File: src/rtl/core/ffba_pkg.sv
// Shared types and constants of the first-fit block allocator.
`timescale 1ns / 1ps

package ffba_pkg;

    localparam int MAX_BLOCKS = 64;
    localparam int SLOT_BITS  = $clog2(MAX_BLOCKS);
    localparam int LINK_BITS  = SLOT_BITS + 1;
    localparam int ADDR_BITS  = 20;
    localparam int SIZE_BITS  = 20;
    localparam int HDR_BYTES  = 24;

    localparam logic [LINK_BITS-1:0] NULL_SLOT = LINK_BITS'(MAX_BLOCKS);
    localparam logic [ADDR_BITS-1:0] LIMIT_RST = {ADDR_BITS{1'b1}};

    typedef enum logic [1:0] {
        KIND_ALLOC   = 2'd0,
        KIND_FREE    = 2'd1,
        KIND_RELEASE = 2'd2
    } t_kind;

    // One slot record as stored in the slot memory.
    typedef struct packed {
        logic [ADDR_BITS-1:0] start;
        logic [SIZE_BITS-1:0] size;
        logic [LINK_BITS-1:0] link;
    } t_slot_rec;

endpackage

File: src/rtl/core/ffba_ram.sv
// Generic simple dual-port RAM with registered read.
`timescale 1ns / 1ps

module ffba_ram #(
    parameter int WIDTH = 8,
    parameter int DEPTH = 64
) (
    input  logic                     i_clk,
    input  logic                     i_we,
    input  logic [$clog2(DEPTH)-1:0] i_waddr,
    input  logic [WIDTH-1:0]         i_wdata,
    input  logic [$clog2(DEPTH)-1:0] i_raddr,
    output logic [WIDTH-1:0]         o_rdata
);

    logic [WIDTH-1:0] r_mem [DEPTH];

    always_ff @(posedge i_clk) begin
        if (i_we) begin
            r_mem[i_waddr] <= i_wdata;
        end
        o_rdata <= r_mem[i_raddr];
    end

endmodule

File: src/rtl/core/first_fit_block_allocator_unit.sv
// First-fit block allocator: free/used list walker over a slot memory.
// Flow from the accepting edge: release-all, unknown kinds and frees with a null address
// or an empty used list go straight to ST_RESP. An allocate walks the free list in ST_CHECK
// (0..64 entries, one per cycle), then reuses a block via ST_LINK or grows the heap in ST_GROW;
// a free walks the used list, then takes ST_LINK if found. One request at a time.
// Reset (synchronous, active low) empties both lists, clears heap top and slot count.
`timescale 1ns / 1ps

module first_fit_block_allocator_unit (
    input  logic        i_clk,
    input  logic        i_rst_n,
    input  logic        i_cfg_we,
    input  logic [19:0] i_cfg_wdata,     // heap_limit
    input  logic        i_s_axis_tvalid,
    output logic        o_s_axis_tready,
    input  logic [39:0] i_s_axis_tdata,  // [19:0] request_size, [39:20] data_address
    input  logic [1:0]  i_s_axis_tuser,  // [1:0] kind
    output logic        o_m_axis_tvalid,
    input  logic        i_m_axis_tready,
    output logic [23:0] o_m_axis_tdata   // [19:0] result_address, [20] done_ok, rest zero
);

    localparam int RW = $bits(ffba_pkg::t_slot_rec);

    typedef enum logic [2:0] {
        ST_IDLE,
        ST_CHECK,
        ST_LINK,
        ST_GROW,
        ST_RESP
    } t_state;

    t_state r_state;

    logic [ffba_pkg::LINK_BITS-1:0] r_free_head;
    logic [ffba_pkg::LINK_BITS-1:0] r_used_head;
    logic [ffba_pkg::ADDR_BITS-1:0] r_heap_top;
    logic [ffba_pkg::LINK_BITS-1:0] r_slots_in_use;
    logic [ffba_pkg::ADDR_BITS-1:0] r_heap_limit;

    logic                           r_is_alloc;
    logic [ffba_pkg::SIZE_BITS-1:0] r_req;
    logic [ffba_pkg::ADDR_BITS-1:0] r_addr;
    logic [ffba_pkg::SLOT_BITS-1:0] r_cur;
    logic [ffba_pkg::SLOT_BITS-1:0] r_prev;
    logic                           r_prev_null;
    logic [ffba_pkg::SLOT_BITS-1:0] r_steps;
    ffba_pkg::t_slot_rec            r_prev_rec;
    ffba_pkg::t_slot_rec            r_rec;

    logic [ffba_pkg::ADDR_BITS-1:0] r_res_addr;
    logic                           r_res_ok;
    logic                           r_m_valid;
    logic [ffba_pkg::ADDR_BITS-1:0] r_m_addr;
    logic                           r_m_ok;

    ffba_pkg::t_kind                in_kind;
    logic [ffba_pkg::SIZE_BITS-1:0] in_req;
    logic [ffba_pkg::ADDR_BITS-1:0] in_addr;
    logic [ffba_pkg::LINK_BITS-1:0] in_head;
    logic                           s_beat;

    ffba_pkg::t_slot_rec            rec;
    logic [RW-1:0]                  ram_rdata;
    logic                           ram_we;
    logic [ffba_pkg::SLOT_BITS-1:0] ram_waddr;
    ffba_pkg::t_slot_rec            ram_wrec;
    logic [ffba_pkg::SLOT_BITS-1:0] ram_raddr;

    logic                           hit;
    logic                           walk_end;
    logic [ffba_pkg::ADDR_BITS:0]   start_hdr;
    logic [ffba_pkg::ADDR_BITS+1:0] need;
    logic                           grow_fail;
    logic [ffba_pkg::ADDR_BITS:0]   top_hdr;

    function automatic logic [ffba_pkg::ADDR_BITS-1:0] start_hdr_of(
        input logic [ffba_pkg::ADDR_BITS-1:0] start
    );
        logic [ffba_pkg::ADDR_BITS:0] sum;
        sum = {1'b0, start} + (ffba_pkg::ADDR_BITS+1)'(ffba_pkg::HDR_BYTES);
        return sum[ffba_pkg::ADDR_BITS-1:0];
    endfunction

    assign in_kind = ffba_pkg::t_kind'(i_s_axis_tuser);
    assign in_req  = i_s_axis_tdata[ffba_pkg::SIZE_BITS-1:0];
    assign in_addr = i_s_axis_tdata[ffba_pkg::SIZE_BITS +: ffba_pkg::ADDR_BITS];
    assign in_head = (in_kind == ffba_pkg::KIND_FREE) ? r_used_head : r_free_head;

    assign o_s_axis_tready = (r_state == ST_IDLE);
    assign s_beat          = i_s_axis_tvalid && o_s_axis_tready;

    assign rec = ffba_pkg::t_slot_rec'(ram_rdata);

    assign start_hdr = {1'b0, rec.start} + (ffba_pkg::ADDR_BITS+1)'(ffba_pkg::HDR_BYTES);
    assign hit       = r_is_alloc ? (rec.size >= r_req) : (start_hdr == {1'b0, r_addr});
    assign walk_end  = (rec.link >= ffba_pkg::NULL_SLOT)
                    || (r_steps == ffba_pkg::SLOT_BITS'(ffba_pkg::MAX_BLOCKS - 1));

    assign need = {2'b0, r_heap_top} + {2'b0, r_req}
                + (ffba_pkg::ADDR_BITS+2)'(ffba_pkg::HDR_BYTES);
    assign grow_fail = (need > {2'b0, r_heap_limit})
                    || (r_slots_in_use >= ffba_pkg::LINK_BITS'(ffba_pkg::MAX_BLOCKS));
    assign top_hdr = {1'b0, r_heap_top} + (ffba_pkg::ADDR_BITS+1)'(ffba_pkg::HDR_BYTES);

    // Memory port control: walk reads follow the link just fetched.
    always_comb begin
        ram_we    = 1'b0;
        ram_waddr = r_cur;
        ram_wrec  = r_rec;
        ram_raddr = rec.link[ffba_pkg::SLOT_BITS-1:0];
        unique case (r_state)
            ST_IDLE: begin
                ram_raddr = in_head[ffba_pkg::SLOT_BITS-1:0];
            end
            ST_CHECK: begin
                if (hit && !r_prev_null) begin
                    ram_we    = 1'b1;
                    ram_waddr = r_prev;
                    ram_wrec  = '{start: r_prev_rec.start, size: r_prev_rec.size,
                                  link: rec.link};
                end
            end
            ST_LINK: begin
                ram_we    = 1'b1;
                ram_waddr = r_cur;
                ram_wrec  = '{start: r_rec.start, size: r_rec.size,
                              link: r_is_alloc ? r_used_head : r_free_head};
            end
            ST_GROW: begin
                ram_we    = !grow_fail;
                ram_waddr = r_slots_in_use[ffba_pkg::SLOT_BITS-1:0];
                ram_wrec  = '{start: r_heap_top, size: r_req, link: r_used_head};
            end
            ST_RESP: begin
                ram_we = 1'b0;
            end
            default: begin
                ram_we = 1'b0;
            end
        endcase
    end

    ffba_ram #(
        .WIDTH (RW),
        .DEPTH (ffba_pkg::MAX_BLOCKS)
    ) u_slot_ram (
        .i_clk   (i_clk),
        .i_we    (ram_we),
        .i_waddr (ram_waddr),
        .i_wdata (RW'(ram_wrec)),
        .i_raddr (ram_raddr),
        .o_rdata (ram_rdata)
    );

    always_ff @(posedge i_clk) begin
        if (!i_rst_n) begin
            r_state        <= ST_IDLE;
            r_free_head    <= ffba_pkg::NULL_SLOT;
            r_used_head    <= ffba_pkg::NULL_SLOT;
            r_heap_top     <= '0;
            r_slots_in_use <= '0;
            r_heap_limit   <= ffba_pkg::LIMIT_RST;
            r_m_valid      <= 1'b0;
        end else begin
            if (i_cfg_we) begin
                r_heap_limit <= i_cfg_wdata;
            end
            if (r_m_valid && i_m_axis_tready && r_state != ST_RESP) begin
                r_m_valid <= 1'b0;
            end
            unique case (r_state)
                ST_IDLE: begin
                    if (s_beat) begin
                        r_is_alloc  <= (in_kind == ffba_pkg::KIND_ALLOC);
                        r_req       <= in_req;
                        r_addr      <= in_addr;
                        r_cur       <= in_head[ffba_pkg::SLOT_BITS-1:0];
                        r_prev_null <= 1'b1;
                        r_steps     <= '0;
                        r_res_addr  <= '0;
                        r_res_ok    <= 1'b0;
                        unique case (in_kind)
                            ffba_pkg::KIND_ALLOC: begin
                                r_state <= (in_head >= ffba_pkg::NULL_SLOT) ? ST_GROW
                                                                            : ST_CHECK;
                            end
                            ffba_pkg::KIND_FREE: begin
                                if (in_addr != '0 && in_head < ffba_pkg::NULL_SLOT) begin
                                    r_state <= ST_CHECK;
                                end else begin
                                    r_state <= ST_RESP;
                                end
                            end
                            ffba_pkg::KIND_RELEASE: begin
                                r_free_head    <= ffba_pkg::NULL_SLOT;
                                r_used_head    <= ffba_pkg::NULL_SLOT;
                                r_heap_top     <= '0;
                                r_slots_in_use <= '0;
                                r_state        <= ST_RESP;
                            end
                            default: begin
                                r_state <= ST_RESP;
                            end
                        endcase
                    end
                end
                ST_CHECK: begin
                    if (hit) begin
                        // Unlink from the walked list: prev record rewritten, or head moved.
                        if (r_prev_null) begin
                            if (r_is_alloc) begin
                                r_free_head <= rec.link;
                            end else begin
                                r_used_head <= rec.link;
                            end
                        end
                        r_rec   <= rec;
                        r_state <= ST_LINK;
                    end else if (walk_end) begin
                        r_state <= r_is_alloc ? ST_GROW : ST_RESP;
                    end else begin
                        r_prev      <= r_cur;
                        r_prev_null <= 1'b0;
                        r_prev_rec  <= rec;
                        r_cur       <= rec.link[ffba_pkg::SLOT_BITS-1:0];
                        r_steps     <= r_steps + 1'b1;
                    end
                end
                ST_LINK: begin
                    if (r_is_alloc) begin
                        r_used_head <= {1'b0, r_cur};
                        r_res_addr  <= start_hdr_of(r_rec.start);
                    end else begin
                        r_free_head <= {1'b0, r_cur};
                    end
                    r_res_ok <= 1'b1;
                    r_state  <= ST_RESP;
                end
                ST_GROW: begin
                    if (!grow_fail) begin
                        r_used_head    <= r_slots_in_use;
                        r_slots_in_use <= r_slots_in_use + 1'b1;
                        r_heap_top     <= need[ffba_pkg::ADDR_BITS-1:0];
                        r_res_addr     <= top_hdr[ffba_pkg::ADDR_BITS-1:0];
                        r_res_ok       <= 1'b1;
                    end
                    r_state <= ST_RESP;
                end
                ST_RESP: begin
                    // Hold until the output register is free.
                    if (!r_m_valid || i_m_axis_tready) begin
                        r_m_valid <= 1'b1;
                        r_m_addr  <= r_res_addr;
                        r_m_ok    <= r_res_ok;
                        r_state   <= ST_IDLE;
                    end
                end
                default: begin
                    r_state <= ST_IDLE;
                end
            endcase
        end
    end

    assign o_m_axis_tvalid = r_m_valid;
    assign o_m_axis_tdata  = {3'b000, r_m_ok, r_m_addr};

    a_slot_count: assert property (@(posedge i_clk) disable iff (!i_rst_n)
        r_slots_in_use <= ffba_pkg::LINK_BITS'(ffba_pkg::MAX_BLOCKS))
        else $error("slot count above table depth");

    a_beat_leaves_idle: assert property (@(posedge i_clk) disable iff (!i_rst_n)
        s_beat |=> (r_state != ST_IDLE))
        else $error("accepted beat did not start work");

    a_null_free: assert property (@(posedge i_clk) disable iff (!i_rst_n)
        (s_beat && in_kind == ffba_pkg::KIND_FREE && in_addr == '0) |=> (r_state == ST_RESP))
        else $error("null free walked a list");

    a_top_moves: assert property (@(posedge i_clk) disable iff (!i_rst_n)
        (r_state != ST_GROW && r_state != ST_IDLE) |=> $stable(r_heap_top))
        else $error("heap top changed outside growth or release");

    a_fail_is_zero: assert property (@(posedge i_clk) disable iff (!i_rst_n)
        (r_m_valid && !r_m_ok) |-> (r_m_addr == '0))
        else $error("failed result carries an address");

endmodule
File: config.mk
export PLATFORM = sky130hd
export DESIGN_NAME = first_fit_block_allocator_unit
export DESIGN_NICKNAME = d
export VERILOG_FILES = /design/src/rtl/core/ffba_pkg.sv /design/src/rtl/core/ffba_ram.sv /design/src/rtl/core/first_fit_block_allocator_unit.sv
export SDC_FILE = /design/constraint.sdc
export NUM_CORES = 2
export LEC_CHECK = 0
export BUFFER_PORTS_ARGS = -buffer_cell sky130_fd_sc_hd__clkbuf_2
export CAP_MARGIN = 20
export CORE_ASPECT_RATIO = 0.5
export CORE_UTILIZATION = 53
export CTS_CLUSTER_SIZE = 40
export DETAILED_ROUTE_END_ITERATION = 7
export PLACE_DENSITY = 0.69
export SETUP_SLACK_MARGIN = 0.1
export SYNTH_ARGS = -nofsm -noshare
export SYNTH_HDL_FRONTEND = slang
export SYNTH_SLANG_ARGS = --single-unit
File: constraint.sdc
create_clock -name i_clk -period 10.7 [get_ports i_clk]
set_input_delay 0 -clock i_clk [delete_from_list [all_inputs] [get_ports i_clk]]
set_output_delay 0 -clock i_clk [all_outputs]
set_load 0.05 [all_outputs]
==> impl_results.md <==
* Router iterations before antenna repair at 7
* Post-DP HPWL at 205200 µm
* Yosys cell types at 71
* Non-Filler Instances at 10260
* Clock skew at 0.07938 ns
* Proportion of layout cells with a drive suffix above 1 at 23.33%
* Iteration-0 DRC count of the detailed router at 10670
* Worst-Skew Late Latency at 0.89 ns
* Max transition margin at 9.774%
* Cell Area, Synth at 129900 µm²
* Pin count of the biggest net entering global routing at 138
* Floorplan row count at 128
* Final GP Congestion at 0.8910
* CTS Root Cell: clkbuf_16
* Synth warnings at 0
* Final Cycle Share at 79.62%
* Grt ovf at 0
* Min Hold Slack at 0.2508 ns
* Via-to-Cell Ratio at 6.616
* Hold Crit Class: in -> reg
* Crit path capture type: flip-flop
* Power per cell area at 207.4 nW/µm²
* Max-capacitance violation count at 0
* Peak Freq at 0.1174 GHz
* Starting Density at 53.34%
* Top_reg_cell synth: edfxtp_1
* Die W at 702.2 µm
* Final instance area at 147200 µm²
* Max FO, Critical Path at 25
* Final setup fails at 0
* Placed cells at 9562
* Leak at 47.82 nW
* Total power at 30.53 mW
* CTS sink count at 3309
* Fin Setup TNS at 0 ns
* Ports at 93
* Core Region at 243600 µm²
* Port Buffers at 89
* Die Y at 352.1 µm
* Synth async-reset ratio at 0%
* Clk slew on worst S/H paths at 0.07 ns
* Max-slew violation count at 0
* Overall routed net length at 346600 µm
* Worst vdd ir at 0.1409 mV
* P&R area growth vs syn at 13.25%
* Slew of the pin with the lowest slew margin at 1.345 ns
* Post-route ant nets at 0
* Worst hold path stage count at 5
* CTS Buf Count at 288
* Total number of vias at 67890
* R2R depth at 22
* Status: completed
* Number of global-route vias before repair at 66690
* Final hold violation count at 0
* Crit path time final at 8.520 ns
* Full die area at 247300 µm²
* Routed length per instance at 33.78 µm
* Synth Instances at 6380
* Nets at 6938
* Global Route Usage Sum at 27.89%
* Post-CTS sizing at 0
* Yosys reg bits at 3309
* H-tree depth at 5
* Post-DP Area at 136000 µm²
* Mean Syn Cell Area at 20.37 µm²
* Crit Path Class: reg -> reg
* Post-route DRC violation count at 0
* Launching element type of the critical path: flip-flop
* Number of flops mapped to enable cells by yosys at 3197
* TritonCTS clock tree: yes
* First-pass GRT wire length at 492800 µm
* Worst path arrival time at 9.01 ns
* RSZ-0062 raised after global routing: false
* Clk buf depth at 4
* CP required at 11.19 ns
* Initial antenna violation count at 25
* Sequential area share after synthesis at 75.61%
## stage by stage
| step | util (%) | worst slack (ns) |
|---|---|---|
| global placement | 55.78 | 2.584 |
| finish | 60.41 | 2.180 |
| global route | 60.40 | 2.009 |
| CTS | 60.32 | 2.407 |
| floorplan | - | 0.9712 |
| detailed placement | 55.84 | 2.526 |
## timing repair
item / in CTS / in global routing
hold buffers: 169 / 0
buffers inserted: 0 / 0
hold endpoints to repair: 127 / 0
## sequential cells by signal (all words and copies together) (netlist names), 3 cells and up
| name | flops |
|---|---|
| r_req | 20 |
| u_slot_ram.r_mem | 3008 |
| r_slots_in_use | 7 |
| r_heap_top | 20 |
| r_m_addr | 20 |
| r_prev_rec | 40 |
| r_free_head | 7 |
| r_prev | 6 |
| r_rec | 47 |
| r_state | 3 |
| r_addr | 20 |
| r_heap_limit | 20 |
| r_cur | 6 |
| r_used_head | 7 |
| r_steps | 6 |
| r_res_addr | 20 |
| u_slot_ram.o_rdata | 47 |
## layer usage
layer | track usage, % | vias up | share of wire [%]
li1 | - | 27380 | -
met1 | 40.56 | 35950 | 39
met2 | 41.62 | 4005 | 46
met3 | 7.527 | 553 | 12
met4 | 8.963 | 4 | 3.5
met5 | 0 | - | 0.0075
## logic make-up (layout without fill, tap and decap cells)
kind of cell | Yosys count | after routing | share of synthesized area (%)
multiplexers | 994 | 994 | 14.90
flip-flops | 3309 | 3309 | 75.61
adder cells (fa/ha/maj) | 84 | 84 | 0.8146
AND/OR/NAND/NOR | 616 | 616 | 2.474
buffers and inverters | 435 | 1060 | 1.286
AO/OA/AOI/OAI | 885 | 885 | 4.528
XOR/XNOR | 56 | 56 | 0.3881
other | 1 | 7 | 0.002886
## cell type report
type | count | area (µm²)
antenna | 4 | 10.01
clock buffer | 357 | 7729
clock inverter | 153 | 1513
fill | 16620 | 96440
inverter | 63 | 236.5
multi-input combinational | 2638 | 31200
sequential | 3309 | 98250
tap | 3250 | 4066
timing repair buffer | 487 | 4153
## critical path: stages, from the launching register on
cell and delay (ns):
edfxtp_1 0.43, ha_1 0.31, ha_1 0.24, fa_1 0.50
a211oi_1 0.37, o211ai_1 0.24, a32o_1 0.34, a31o_2 0.28
a21oi_1 0.24, o21bai_1 0.09, a21oi_1 0.20, xnor2_1 0.14
ha_1 0.33, nand4_1 0.09, nor2_1 0.20, nand3_1 0.16
o211ai_1 0.14, o211ai_1 0.14, or3_1 0.61, a31oi_1 0.97
nand4_1 0.69, nor2_4 0.89, buf_4 0.48
## path summary, 6_finish.rpt
kind | startpoint | slack (ns) | endpoint
max | r_req[1] | 2.18 | u_slot_ram.r_mem[19][44]
min | i_m_axis_tready | 0.25 | r_state[2]
max reg2reg | r_req[1] | 2.18 | u_slot_ram.r_mem[19][44]
min reg2reg | r_res_addr[17] | 0.42 | r_m_addr[17]
## cell usage after synthesis, types with 5 or more instances
library cell	number	area share, %
a21boi_0	7	0.040
edfxtp_1	3197	74
nand2b_1	21	0.10
inv_1	63	0.18
a221o_1	5	0.039
nor2_1	179	0.52
a21o_1	24	0.14
nand2_1	80	0.23
ha_1	83	0.80
buf_1	97	0.28
nor4_1	24	0.12
nor3_1	17	0.065
o211ai_1	28	0.16
clkbuf_1	263	0.76
or3_1	7	0.034
a22oi_1	83	0.48
and2_1	8	0.039
nand3_1	20	0.077
mux2i_1	242	1.9
buf_2	6	0.023
nand4_1	17	0.082
a211o_1	9	0.061
xor2_1	25	0.17
nor2b_1	202	0.97
a211oi_1	336	1.9
dfxtp_1	112	1.7
mux4_2	752	13
or4_4	5	0.043
o21ai_0	72	0.28
a21oi_1	264	1.0
and3_1	18	0.087
xnor2_1	30	0.20
o22ai_1	8	0.039
## layout by cell type (no fill, tap or decap), drive strengths merged, types with 19 or more instances in the layout
master	synthesis	layout
edfxtp	3197	3197
mux4	752	752
clkbuf	263	451
a211oi	337	337
a21oi	264	264
mux2i	242	242
buf	109	224
nor2b	202	202
nor2	179	179
dlygate4sd3	0	169
dfxtp	112	112
clkinv	0	110
a22oi	83	83
ha	83	83
nand2	80	80
inv	63	73
o21ai	73	73
xnor2	30	30
o211ai	28	28
bufinv	0	28
xor2	25	25
a21o	24	24
nor4	24	24
nand2b	21	21
nand3	20	20
and3	19	19
## report_power, final
group          switching (mW)  total, mW  internal, mW
clock network            4.66       10.5          5.83
logic                    3.31       5.36          2.05
registers               0.205       14.7          14.5
Power figures use the tool's default switching activity.
